--- src/rtl/core/fpq_pkg.sv ---
// ============================================================================
// fpq_pkg - shared types and constants of the FIFO priority queue
// Entry layout, operation and status codes, sequencer states and widths.
// ============================================================================
package fpq_pkg;

    localparam int MAX_ENTRIES = 16;
    localparam int IDX_W       = $clog2(MAX_ENTRIES);
    localparam int CNT_W       = $clog2(MAX_ENTRIES + 1);

    localparam int KEY_W       = 8;
    localparam int PRIO_W      = 8;
    localparam int OP_W        = 2;
    localparam int STATUS_W    = 2;
    localparam int CAP_W       = 5;
    localparam int COUNT_OUT_W = 5;
    localparam int ENTRY_W     = KEY_W + PRIO_W;
    localparam int CMP_W       = (CNT_W > CAP_W) ? CNT_W : CAP_W;

    localparam logic [CAP_W-1:0] CAP_RESET = CAP_W'(16);

    localparam int APB_DATA_W = 32;
    localparam int APB_ADDR_W = 3;
    // register index, taken from paddr[2]
    localparam logic REG_CAPACITY = 1'b0;

    typedef enum logic [OP_W-1:0] {
        OP_ENQUEUE     = 2'd0,
        OP_DEQUEUE     = 2'd1,
        OP_DEQUEUE_MAX = 2'd2,
        OP_SEARCH      = 2'd3
    } fpq_op_t;

    typedef enum logic [STATUS_W-1:0] {
        ST_OK        = 2'd0,
        ST_OVERFLOW  = 2'd1,
        ST_UNDERFLOW = 2'd2,
        ST_NOT_FOUND = 2'd3
    } fpq_status_t;

    typedef enum logic [1:0] {
        FPQ_IDLE  = 2'd0,
        FPQ_SCAN  = 2'd1,
        FPQ_SHIFT = 2'd2
    } fpq_state_t;

    typedef struct packed {
        logic signed [KEY_W-1:0] key;
        logic [PRIO_W-1:0]       prio;
    } fpq_entry_t;

    // control of the shared compare unit
    typedef struct packed {
        logic find_key;   // key equality instead of priority ranking
        logic first;      // first entry of a scan always wins the ranking
    } fpq_cmp_ctl_t;

endpackage

--- src/rtl/core/fpq_ram.sv ---
// ============================================================================
// fpq_ram - generic single-write, single-read RAM
// One write port and one read port; read data is registered.
// ============================================================================
module fpq_ram #(
    parameter int WIDTH = 16,
    parameter int DEPTH = 16
) (
    input  logic                     clk,
    input  logic                     we,
    input  logic [$clog2(DEPTH)-1:0] waddr,
    input  logic [WIDTH-1:0]         wdata,
    input  logic [$clog2(DEPTH)-1:0] raddr,
    output logic [WIDTH-1:0]         rdata
);

    logic [WIDTH-1:0] mem [DEPTH];

    always_ff @(posedge clk)
    begin
        if (we)
        begin
            mem[waddr] <= wdata;
        end
        rdata <= mem[raddr];
    end

endmodule

--- src/rtl/core/fpq_cmp.sv ---
// ============================================================================
// fpq_cmp - shared compare unit of the queue scanner
// Match a key for search, or rank a priority against the best so far.
// ============================================================================
module fpq_cmp (
    input  fpq_pkg::fpq_cmp_ctl_t              ctl,
    input  fpq_pkg::fpq_entry_t                entry,
    input  logic signed [fpq_pkg::KEY_W-1:0]   ref_key,
    input  logic [fpq_pkg::PRIO_W-1:0]         best_prio,
    output logic                               hit
);

    // strict greater-than keeps the oldest among equal priorities
    always_comb
    begin
        if (ctl.find_key)
        begin
            hit = (entry.key == ref_key);
        end
        else
        begin
            hit = ctl.first || (entry.prio > best_prio);
        end
    end

endmodule

--- src/rtl/core/fifo_priority_queue_unit.sv ---
// ============================================================================
// fifo_priority_queue_unit - bounded queue with FIFO order and priority take
// Entries sit in arrival order in a RAM; a sequencer scans them through one
// compare unit and closes gaps by moving entries down one slot per cycle.
// ============================================================================
//
//  channel   handshake                       payload
//  --------  ------------------------------  ----------------------------------
//  command   start (taken when busy is low)  operation, item_key, item_priority
//  result    done, one-cycle strobe          out_key, status, entry_count
//  config    APB write (psel/penable/pwrite) paddr, pwdata; prdata on read
//
//  Timing: an enqueue and any operation on an empty queue transfer their result
//  in the cycle after the command. A search, a dequeue of the oldest and a dequeue
//  of the highest priority scan entries through the RAM's single read port, one
//  entry a cycle; the two dequeues then move later entries down one slot.
//  Reset: rst_n clears the queue to empty and capacity to 16; RAM contents are
//  left as they are and only slots below the count are ever read.
//  Stalls: none; the result is shown for one cycle and the receiver takes it.
//  A new command may be given in the cycle the previous result is shown.
// ============================================================================
module fifo_priority_queue_unit (
    input  logic                                   clk,
    input  logic                                   rst_n,
    // command
    input  logic                                   start,
    output logic                                   busy,
    input  logic [fpq_pkg::OP_W-1:0]               operation,
    input  logic signed [fpq_pkg::KEY_W-1:0]       item_key,
    input  logic [fpq_pkg::PRIO_W-1:0]             item_priority,
    // result
    output logic                                   done,
    output logic signed [fpq_pkg::KEY_W-1:0]       out_key,
    output logic [fpq_pkg::STATUS_W-1:0]           status,
    output logic [fpq_pkg::COUNT_OUT_W-1:0]        entry_count,
    // configuration
    input  logic                                   psel,
    input  logic                                   penable,
    input  logic                                   pwrite,
    input  logic [fpq_pkg::APB_ADDR_W-1:0]         paddr,
    input  logic [fpq_pkg::APB_DATA_W-1:0]         pwdata,
    output logic [fpq_pkg::APB_DATA_W-1:0]         prdata,
    output logic                                   pready
);

    localparam int CNT_W  = fpq_pkg::CNT_W;
    localparam int IDX_W  = fpq_pkg::IDX_W;
    localparam int CMP_W  = fpq_pkg::CMP_W;
    localparam int COUT_W = fpq_pkg::COUNT_OUT_W;

    // ---------------------------------------------------------------- control
    fpq_pkg::fpq_state_t    state_reg,  state_next;
    logic [CNT_W-1:0]       count_reg,  count_next;
    logic [fpq_pkg::CAP_W-1:0] cap_reg;
    logic                   rvalid_reg, rvalid_next;
    logic                   done_reg,   done_next;

    // ---------------------------------------------------------------- payload
    fpq_pkg::fpq_op_t                    op_reg,        op_next;
    logic signed [fpq_pkg::KEY_W-1:0]    key_reg,       key_next;
    logic [CNT_W-1:0]                    rd_idx_reg,    rd_idx_next;
    logic [CNT_W-1:0]                    ridx_reg,      ridx_next;
    logic [CNT_W-1:0]                    limit_reg,     limit_next;
    logic [CNT_W-1:0]                    best_idx_reg,  best_idx_next;
    logic [fpq_pkg::PRIO_W-1:0]          best_prio_reg, best_prio_next;
    logic signed [fpq_pkg::KEY_W-1:0]    best_key_reg,  best_key_next;
    logic                                found_reg,     found_next;
    logic signed [fpq_pkg::KEY_W-1:0]    out_key_reg,   out_key_next;
    fpq_pkg::fpq_status_t                status_reg,    status_next;
    logic [COUT_W-1:0]                   cnt_out_reg,   cnt_out_next;

    // ------------------------------------------------------------ datapath
    fpq_pkg::fpq_op_t       op_in;
    fpq_pkg::fpq_entry_t    ram_wdata;
    fpq_pkg::fpq_entry_t    ram_rdata;
    logic                   ram_we;
    logic [IDX_W-1:0]       ram_waddr;
    logic [IDX_W-1:0]       ram_raddr;
    fpq_pkg::fpq_cmp_ctl_t  cmp_ctl;
    logic                   cmp_hit;
    logic                   queue_full;
    logic [CNT_W-1:0]       count_inc;
    logic [CNT_W-1:0]       count_dec;
    logic [CNT_W-1:0]       move_dst;
    logic                   cfg_write;

    assign op_in     = fpq_pkg::fpq_op_t'(operation);
    assign count_inc = count_reg + 1'b1;
    assign count_dec = count_reg - 1'b1;
    // the entry read from slot ridx moves down to slot ridx-1
    assign move_dst  = ridx_reg - 1'b1;

    // refuse when the count reaches the programmed capacity or the storage size
    assign queue_full = (CMP_W'(count_reg) >= CMP_W'(cap_reg))
                     || (count_reg >= CNT_W'(fpq_pkg::MAX_ENTRIES));

    // ------------------------------------------------------- entry storage
    fpq_ram #(
        .WIDTH (fpq_pkg::ENTRY_W),
        .DEPTH (fpq_pkg::MAX_ENTRIES)
    ) u_entries (
        .clk   (clk),
        .we    (ram_we),
        .waddr (ram_waddr),
        .wdata (ram_wdata),
        .raddr (ram_raddr),
        .rdata (ram_rdata)
    );

    // ---------------------------------------------------- shared compare unit
    assign cmp_ctl.find_key = (op_reg == fpq_pkg::OP_SEARCH);
    assign cmp_ctl.first    = (ridx_reg == '0);

    fpq_cmp u_cmp (
        .ctl       (cmp_ctl),
        .entry     (ram_rdata),
        .ref_key   (key_reg),
        .best_prio (best_prio_reg),
        .hit       (cmp_hit)
    );

    // ------------------------------------------------------ configuration port
    assign pready    = 1'b1;
    assign cfg_write = psel && penable && pwrite && pready;
    assign prdata    = (paddr[2] == fpq_pkg::REG_CAPACITY)
                     ? fpq_pkg::APB_DATA_W'(cap_reg) : '0;

    // ------------------------------------------------------------- sequencer
    always_ff @(posedge clk or negedge rst_n)
    begin
        if (!rst_n)
        begin
            state_reg  <= fpq_pkg::FPQ_IDLE;
            count_reg  <= '0;
            cap_reg    <= fpq_pkg::CAP_RESET;
            rvalid_reg <= 1'b0;
            done_reg   <= 1'b0;
        end
        else
        begin
            state_reg  <= state_next;
            count_reg  <= count_next;
            rvalid_reg <= rvalid_next;
            done_reg   <= done_next;
            if (cfg_write && (paddr[2] == fpq_pkg::REG_CAPACITY))
            begin
                cap_reg <= pwdata[fpq_pkg::CAP_W-1:0];
            end
        end
    end

    always_ff @(posedge clk)
    begin
        op_reg        <= op_next;
        key_reg       <= key_next;
        rd_idx_reg    <= rd_idx_next;
        ridx_reg      <= ridx_next;
        limit_reg     <= limit_next;
        best_idx_reg  <= best_idx_next;
        best_prio_reg <= best_prio_next;
        best_key_reg  <= best_key_next;
        found_reg     <= found_next;
        out_key_reg   <= out_key_next;
        status_reg    <= status_next;
        cnt_out_reg   <= cnt_out_next;
    end

    always_comb
    begin
        state_next     = state_reg;
        count_next     = count_reg;
        rvalid_next    = 1'b0;
        done_next      = 1'b0;
        op_next        = op_reg;
        key_next       = key_reg;
        rd_idx_next    = rd_idx_reg;
        ridx_next      = ridx_reg;
        limit_next     = limit_reg;
        best_idx_next  = best_idx_reg;
        best_prio_next = best_prio_reg;
        best_key_next  = best_key_reg;
        found_next     = found_reg;
        out_key_next   = out_key_reg;
        status_next    = status_reg;
        cnt_out_next   = cnt_out_reg;
        ram_we         = 1'b0;
        ram_waddr      = count_reg[IDX_W-1:0];
        ram_wdata      = '{key: item_key, prio: item_priority};
        ram_raddr      = rd_idx_reg[IDX_W-1:0];

        case (state_reg)
            fpq_pkg::FPQ_IDLE:
            begin
                if (start)
                begin
                    op_next       = op_in;
                    key_next      = item_key;
                    rd_idx_next   = '0;
                    best_idx_next = '0;
                    found_next    = 1'b0;
                    if (op_in == fpq_pkg::OP_ENQUEUE)
                    begin
                        // append at the tail, or refuse and leave the queue alone
                        done_next    = 1'b1;
                        out_key_next = '0;
                        if (queue_full)
                        begin
                            status_next  = fpq_pkg::ST_OVERFLOW;
                            cnt_out_next = COUT_W'(count_reg);
                        end
                        else
                        begin
                            ram_we       = 1'b1;
                            count_next   = count_inc;
                            status_next  = fpq_pkg::ST_OK;
                            cnt_out_next = COUT_W'(count_inc);
                        end
                    end
                    else if (count_reg == '0)
                    begin
                        done_next    = 1'b1;
                        out_key_next = '0;
                        cnt_out_next = COUT_W'(count_reg);
                        status_next  = (op_in == fpq_pkg::OP_SEARCH)
                                     ? fpq_pkg::ST_NOT_FOUND : fpq_pkg::ST_UNDERFLOW;
                    end
                    else
                    begin
                        // dequeue of the oldest is a scan of slot 0 alone
                        limit_next = (op_in == fpq_pkg::OP_DEQUEUE)
                                   ? CNT_W'(1) : count_reg;
                        state_next = fpq_pkg::FPQ_SCAN;
                    end
                end
            end

            fpq_pkg::FPQ_SCAN:
            begin
                // issue one read a cycle; the registered data returns in the following cycle
                if (rd_idx_reg < limit_reg)
                begin
                    rd_idx_next = rd_idx_reg + 1'b1;
                    rvalid_next = 1'b1;
                    ridx_next   = rd_idx_reg;
                end
                if (rvalid_reg && cmp_hit)
                begin
                    if (op_reg == fpq_pkg::OP_SEARCH)
                    begin
                        found_next = 1'b1;
                    end
                    else
                    begin
                        best_idx_next  = ridx_reg;
                        best_prio_next = ram_rdata.prio;
                        best_key_next  = ram_rdata.key;
                    end
                end
                if ((rd_idx_reg == limit_reg) && !rvalid_reg)
                begin
                    if (op_reg == fpq_pkg::OP_SEARCH)
                    begin
                        done_next    = 1'b1;
                        out_key_next = '0;
                        cnt_out_next = COUT_W'(count_reg);
                        status_next  = found_reg ? fpq_pkg::ST_OK : fpq_pkg::ST_NOT_FOUND;
                        state_next   = fpq_pkg::FPQ_IDLE;
                    end
                    else
                    begin
                        // close the gap: move every later entry down one slot
                        rd_idx_next = best_idx_reg + 1'b1;
                        state_next  = fpq_pkg::FPQ_SHIFT;
                    end
                end
            end

            fpq_pkg::FPQ_SHIFT:
            begin
                if (rd_idx_reg < count_reg)
                begin
                    rd_idx_next = rd_idx_reg + 1'b1;
                    rvalid_next = 1'b1;
                    ridx_next   = rd_idx_reg;
                end
                if (rvalid_reg)
                begin
                    ram_we    = 1'b1;
                    ram_waddr = move_dst[IDX_W-1:0];
                    ram_wdata = ram_rdata;
                end
                if ((rd_idx_reg == count_reg) && !rvalid_reg)
                begin
                    count_next   = count_dec;
                    done_next    = 1'b1;
                    out_key_next = best_key_reg;
                    status_next  = fpq_pkg::ST_OK;
                    cnt_out_next = COUT_W'(count_dec);
                    state_next   = fpq_pkg::FPQ_IDLE;
                end
            end

            default:
            begin
                state_next = fpq_pkg::FPQ_IDLE;
            end
        endcase
    end

    // ---------------------------------------------------------------- outputs
    assign busy        = (state_reg != fpq_pkg::FPQ_IDLE);
    assign done        = done_reg;
    assign out_key     = out_key_reg;
    assign status      = status_reg;
    assign entry_count = cnt_out_reg;

    // ------------------------------------------------------------- assertions
    // a result is only shown once the sequencer is back to idle
    a_done_idle: assert property (@(posedge clk) disable iff (!rst_n)
        done |-> !busy)
        else $error("result strobe while sequencer busy");

    // an enqueue result is always shown in the cycle after the command
    a_enq_fast: assert property (@(posedge clk) disable iff (!rst_n)
        (start && !busy && (operation == fpq_pkg::OP_ENQUEUE)) |=> done)
        else $error("enqueue did not finish in one cycle");

    // any other command on an empty queue answers at once with an empty status
    a_empty_fast: assert property (@(posedge clk) disable iff (!rst_n)
        (start && !busy && (operation != fpq_pkg::OP_ENQUEUE) && (count_reg == '0))
        |=> (done && ((status == fpq_pkg::ST_UNDERFLOW)
                   || (status == fpq_pkg::ST_NOT_FOUND))))
        else $error("empty queue did not answer at once");

    // a refused enqueue leaves the count alone
    a_overflow_hold: assert property (@(posedge clk) disable iff (!rst_n)
        (done && (status == fpq_pkg::ST_OVERFLOW)) |-> (count_reg == $past(count_reg)))
        else $error("refused enqueue changed the count");

    // the count never exceeds the storage while the sequencer is busy
    a_count_bound: assert property (@(posedge clk) disable iff (!rst_n)
        busy |-> (count_reg <= CNT_W'(fpq_pkg::MAX_ENTRIES)))
        else $error("entry count beyond storage");

endmodule

--- config.mk ---
export PLATFORM = sky130hd
export DESIGN_NAME = fifo_priority_queue_unit
export DESIGN_NICKNAME = d
export VERILOG_FILES = /design/src/rtl/core/fpq_pkg.sv /design/src/rtl/core/fpq_ram.sv /design/src/rtl/core/fpq_cmp.sv /design/src/rtl/core/fifo_priority_queue_unit.sv
export SDC_FILE = /design/constraint.sdc
export NUM_CORES = 1
export LEC_CHECK = 0
export BUFFER_PORTS_ARGS = -buffer_cell sky130_fd_sc_hd__buf_2
export CAP_MARGIN = 30
export CELL_PAD_IN_SITES_DETAIL_PLACEMENT = 1
export CELL_PAD_IN_SITES_GLOBAL_PLACEMENT = 2
export CORE_UTILIZATION = 48
export CTS_CLUSTER_DIAMETER = 120
export DETAILED_ROUTE_END_ITERATION = 8
export HOLD_SLACK_MARGIN = 0.02
export PLACE_DENSITY = 0.89
export SYNTH_ARGS = -nofsm -noshare
export SYNTH_HDL_FRONTEND = slang
export SYNTH_SLANG_ARGS = --single-unit
--- constraint.sdc ---
create_clock -name clk -period 11.2 [get_ports clk]
set_input_delay 1.68 -clock clk [delete_from_list [all_inputs] [get_ports clk]]
set_output_delay 1.68 -clock clk [all_outputs]
set_load 0.02 [all_outputs]
# --- After elaboration in Yosys (flattened, before gate mapping) ---
# Memory sizes are Yosys's and may differ from the RTL's. A register that Yosys moved wholly into a read port is not among the register bits.
# Cells that the tools add are included.
classes:
  reduce_logical: 28
  mux: 73
  order_cmp: 5
  n_eq_ne: 20
  n_bitwise: 4
  addsub: 5
op_table:
  columns: ["operator", "count"]
  rows:
  - ["$mux W5", 19]
  - ["$mux W8", 6]
  - ["$mux W16", 2]
  - ["$pmux W5 S2", 3]
  - ["$pmux W5 S3", 2]
  - ["$mux W2", 12]
  - ["$pmux W8 S3", 1]
  - ["$ne A2 B2 Y1 const B", 11]
  - ["$mux W1", 20]
  - ["$reduce_and A4 Y1", 4]
  - ["$add A5 B1 Y5 const B", 3]
  - ["$pmux W2 S3", 2]
  - ["$eq A5 B5 Y1", 2]
  - ["$logic_not A5 Y1", 2]
  - ["$lt A5 B5 Y1", 2]
  - ["$reduce_and A3 Y1", 3]
  - ["$eq A8 B8 Y1", 1]
  - ["$gt A8 B8 Y1", 1]
  - ["$mux W4", 2]
  - ["$reduce_bool A2 Y1", 4]
  - ["$eq A2 B2 Y1 const B", 3]
  - ["$logic_and A1 B1 Y1", 6]
  - ["$pmux W1 S2", 3]
  - ["$reduce_and A6 Y1", 1]
  - ["14 further kinds", 20]
word_totals:
  ram_bits: 256
  out_inout_bits: 50
  in_bits: 59
  n_memories: 1
  reg_bits: 76
memory_table:
  columns: ["memory", "depth", "width", "rd", "rd_ports_with_merged_regs", "wr", "line", "rtl"]
  rows:
  - ["u_entries.mem", 16, 16, 1, 1, 1, "fpq_ram.sv:17", "logic [WIDTH-1:0] mem [DEPTH];"]

# --- Logic depth before layout (Yosys ltp) ---
logic_depth:
  word_depth: 8
  depth_mapped: 9
  ltp_nobuf: 7

# --- By module ---
# A second synthesis with hierarchy kept.
unflattened:
  hier_cells: 857
  area_unflattened_um2: 14696.6
modules_own_cells:
  columns: ["module", "area_each_um2", "seq_area_each_um2", "instances", "cells_per_inst"]
  rows:
  - ["fpq_ram", 10043.4, 8007.7, 1, 432]
  - ["fifo_priority_queue_unit", 4342.9, 2213.4, 1, 385]
  - ["fpq_cmp", 310.3, 0.0, 1, 40]

# --- Worst setup path before layout ---
# No wires, ideal clock.
synth_timing:
  kind: "input port to flip-flop"
  from: "input port operation[0] (netlist bit)"
  to: "memory u_entries.mem[12][0], enable pin"
  path_slack_ns: 7.111
  arrival_ns: 3.680
  cell_stages: 5
  setup_time_ns: 0.409
  cell_sequence: "nor2_1 > nand2_1 > a21oi_2 > a31oi_1 > nor3_1"
synth_via:
  elab_chain_cells: 6
synth_lines:
  columns: ["element", "line", "rtl"]
  rows:
  - ["start, declared", "fifo_priority_queue_unit.sv:28", "input logic [fpq_pkg::OP_W-1:0] operation,"]
  - ["$logic_not A2 Y1", "fifo_priority_queue_unit.sv:201", "if (op_in == fpq_pkg::OP_ENQUEUE)"]
  - ["$mux W1", "fifo_priority_queue_unit.sv:201", null]
  - ["$mux W1", "fifo_priority_queue_unit.sv:194", "if (start)"]
  - ["$pmux W1 S2", "fifo_priority_queue_unit.sv:191", "case (state_reg)"]
  - ["$mux W1", "fpq_ram.sv:21", "if (we)"]
  - ["$mux W1 (not written as such)", "fpq_ram.sv:23", "mem[waddr] <= wdata;"]
  - ["end, declared", "fpq_ram.sv:17", null]
# Every way passes these cells.

# --- Worst setup path after layout ---
layout_timing:
  from: "input port operation[0] (netlist bit)"
  to: "memory u_entries.mem[1][6], enable pin"
# Same word-level chain as after synthesis.

==> impl_metrics.csv <==
group,metric,value,unit
placed_design,dpl_cell_area,0.0154,mm^2
pwr,powerDensity,246,mW/mm^2
global_route,antenna_found_initial,0,
logic_synthesis,synthXorXnorAreaFrac,1.32,%
logic_synthesis,synth_edf_count,318,
floorplan,num_rows,63,
logic_synthesis,synth_flop_cell,"edfxtp_1",
floorplan,coreArea,0.0298,mm^2
logic_synthesis,ys_seq_area_share,69.8,%
placed_design,io_buffers,51,
logic_synthesis,yosys-top-cells-area,"edfxtp_1, mux4_2, ha_1",
global_route,grt_max_degree,50,
clock_network,cts_tree,"done",
sta,rsz0062_at_grt,"no",
global_route,overflow,0,
logic_synthesis,synth_top_family_by_area,"multiplexers",
clock_network,htree_num_levels,2,
clock_network,numCtsBuffers,36,
sta,max_freq,0.237,GHz
sta,finalCritPeriodShare,37.6,%
logic_synthesis,synthMuxAreaShare,13.0,%
sta,min_period,4210,ps
min_path,holdCritStartpoint,"u_entries.rdata[0]$_DFF_P_",
logic_synthesis,synthSimpleGateAreaFrac,5.99,%
sta,hold_viol_final,0,
route,vias_per_cell,5.84,
clock_network,cts_hold_buf,0,
critical_path,rrSetupSlack,7200,ps
status,status,"finished clean",
cells_and_area,largest_reg_flops,256,
clock_network,clock_latency,520,ps
min_path,hold_path.class,"flip-flop to flip-flop",
sta,worst_pin_slew,1040,ps
min_path,hold_end,"best_prio_reg[0]$_DFFE_PP_",
critical_path,crit_type,"input port to flip-flop",
cells_and_area,largestRegisters,"u_entries.mem (256), u_entries.rdata (16)",
placed_design,dp_hpwl,22.2,mm
critical_path,critPathLaunchType,"input port",
logic_synthesis,synth_area_leader_cell,"edfxtp_1",
logic_synthesis,syn_area,0.0146,mm^2
route,drtAntennaViolNets,0,
cells_and_area,antenna_cells,0,
job,cap_viol_max_count,0,
cells_and_area,nets,1028,
floorplan,start_util,49.2,%
logic_synthesis,synth_compound_area_share,3.52,%
sta,slew_headroom,30.7,%
logic_synthesis,synth.distinct_cells,62,
logic_synthesis,syn_inst,854,
global_route,grt_pass1_wl,51.2,mm
clock_network,post_cts_buffers,0,
clock_network,root_buffer,"clkbuf_16",
cells_and_area,post-route-util,55.7,%
cells_and_area,drive_above_1_share,24.8,%
sta,setup_violations,0,
logic_synthesis,synth_fa_ha_area_share,2.82,%
pwr,ir_worst_vdd,0.000116,V
floorplan,die_h,177,um
min_path,hold_path_depth,0,
clock_network,ctsResizeCount,0,
logic_synthesis,async_reset_ff_share,4.02,%
logic_synthesis,yosysTopAreaCellShare,65.2,%
clock_network,clock-sinks,348,
route,drt_iter0_drc,679,
critical_path,cp-end-kind,"flip-flop",
critical_path,required,11410,ps
route,wl,34.3,mm
pwr,p_leak,5.74,nW
global_route,grt_pass1_vias,8341,
critical_path,worstReg2RegStart,"count_reg[0]$_DFFE_PN0P_",
cells_and_area,post-route-cell-area,0.0166,mm^2
critical_path,r2r_cells,8,
logic_synthesis,yosys_register_bits,348,
sta,finalMaxSlewViolations,0,
sta,fin_setup_tns,0,ps
clock_network,path_clk_slew,60,ps
global_route,track_usage,22.7,%
floorplan,ios,109,
cells_and_area,areaGrowthSynthToFinish,13.2,%
route,drt_pass1_iterations,5,
placed_design,gp_congestion,0.805,
sta,fin_skew,11.3,ps
route,vias,7892,
logic_synthesis,ys_warn_count,0,
critical_path,critPathMaxFanout,10,
route,drcViolationCount,0,
floorplan,die_area,0.0312,mm^2
logic_synthesis,postSynthAreaPerCell,17.2,um^2
critical_path,r2r-end,"u_entries.mem[1][6]$_DFFE_PP_",
floorplan,die_x,177,um
critical_path,cp.arrival,4420,ps
cells_and_area,largest-register,"u_entries.mem",
clock_network,clock_path_buffers,3,
route,wl_per_cell,25.4,um
[cells by family after synthesis]
kind of cell	Yosys count
other	2
AND/OR/NAND/NOR	185
buffers and inverters	95
XOR/XNOR	22
AO/OA/AOI/OAI	79
flip-flops	348
adder cells (fa/ha/maj)	33
multiplexers	90
[through the flow]
| step | instances | worst slack [ps] | power [mW] | hold WS [ps] |
|---|---|---|---|---|
| global placement | 1276 | 6610 | 2.88 | 413 |
| finish | 1352 | 6990 | 4.07 | 465 |
| detailed placement | 1287 | 6400 | 2.94 | 458 |
| global route | 1352 | 6900 | 4.25 | 477 |
| CTS | 1351 | 6990 | 4.10 | 473 |
| floorplan | 880 | 7110 | 2.59 | 408 |
[worst max-delay path by stage]
| stage | depth (start not counted) | from | to | slack (ps) |
|---|---|---|---|---|
| final | 7 | operation[0] | u_entries.mem[1][6]$_DFFE_PP_ | 6990 |
| after global routing | 7 | operation[0] | u_entries.mem[1][11]$_DFFE_PP_ | 6900 |
| after detailed placement | 7 | operation[0] | u_entries.mem[1][10]$_DFFE_PP_ | 6400 |
| after global placement | 7 | operation[0] | u_entries.mem[3][11]$_DFFE_PP_ | 6610 |
| after CTS | 7 | operation[0] | u_entries.mem[1][10]$_DFFE_PP_ | 6990 |
| after floorplan | 5 | operation[0] | u_entries.mem[12][0]$_DFFE_PP_ | 7110 |
[synth_stat cells, drive strengths merged (12+ instances only)]
| master | number |
|---|---|
| clkbuf | 17 |
| edfxtp | 318 |
| and2 | 19 |
| inv | 33 |
| ha | 33 |
| dfxtp | 16 |
| dfrtp | 13 |
| mux4 | 80 |
| o21ai | 16 |
| xnor2 | 12 |
| buf | 44 |
| a21oi | 20 |
| nor2 | 34 |
| nand2 | 72 |
| nand3 | 16 |
[cells in the final DEF (no fill, tap or decap), drive strengths merged, types with 4 or more instances in the layout]
cell    Yosys  layout
edfxtp    318     318
mux4       80      80
buf        44      79
nand2      72      72
clkbuf     17      47
inv        33      35
nor2       34      34
ha         33      33
conb        2      28
a21oi      20      20
and2       19      19
nand3      16      16
dfxtp      16      16
o21ai      16      16
clkinv      1      14
dfrtp      13      13
xnor2      12      12
nor3       11      11
xor2       10      10
mux2        7       7
a31oi       7       7
nand4       7       7
nor2b       6       6
and3        5       5
o31ai       5       5
o21a        4       4
a211oi      4       4
[power breakdown]
group / leakage (nW) / internal (mW) / switching (mW)
Clock: 0.561 / 0.663 / 0.489
Combinational: 1.98 / 0.471 / 0.682
Sequential: 3.20 / 1.64 / 0.132
Total: 5.74 / 2.77 / 1.30
[cell type report]
type                    count  area [um^2]
multi-input cells         437         4060
well taps                 390          488
repair buffers             79          561
flip-flops and latches    348        10200
inverters                  34          128
fillers                  2767        13200
clock buffers              47          972
clock inverters            17          155
[routing by layer]
layer,up-vias,track usage [%],share of wire (%)
met5,-,0,0
met4,0,5.96,1.9
met3,51,3.48,6.4
met2,290,38.8,51
met1,4120,30.4,41
li1,3431,-,-
[critical path, stage by stage]
cell and delay [ps]:
buf_2 130, nor2_1 400, nand2_1 130, a21oi_2 350, a32oi_1 420, nor2_1 910, buf_4 380
(Power assumes the default switching activity.)
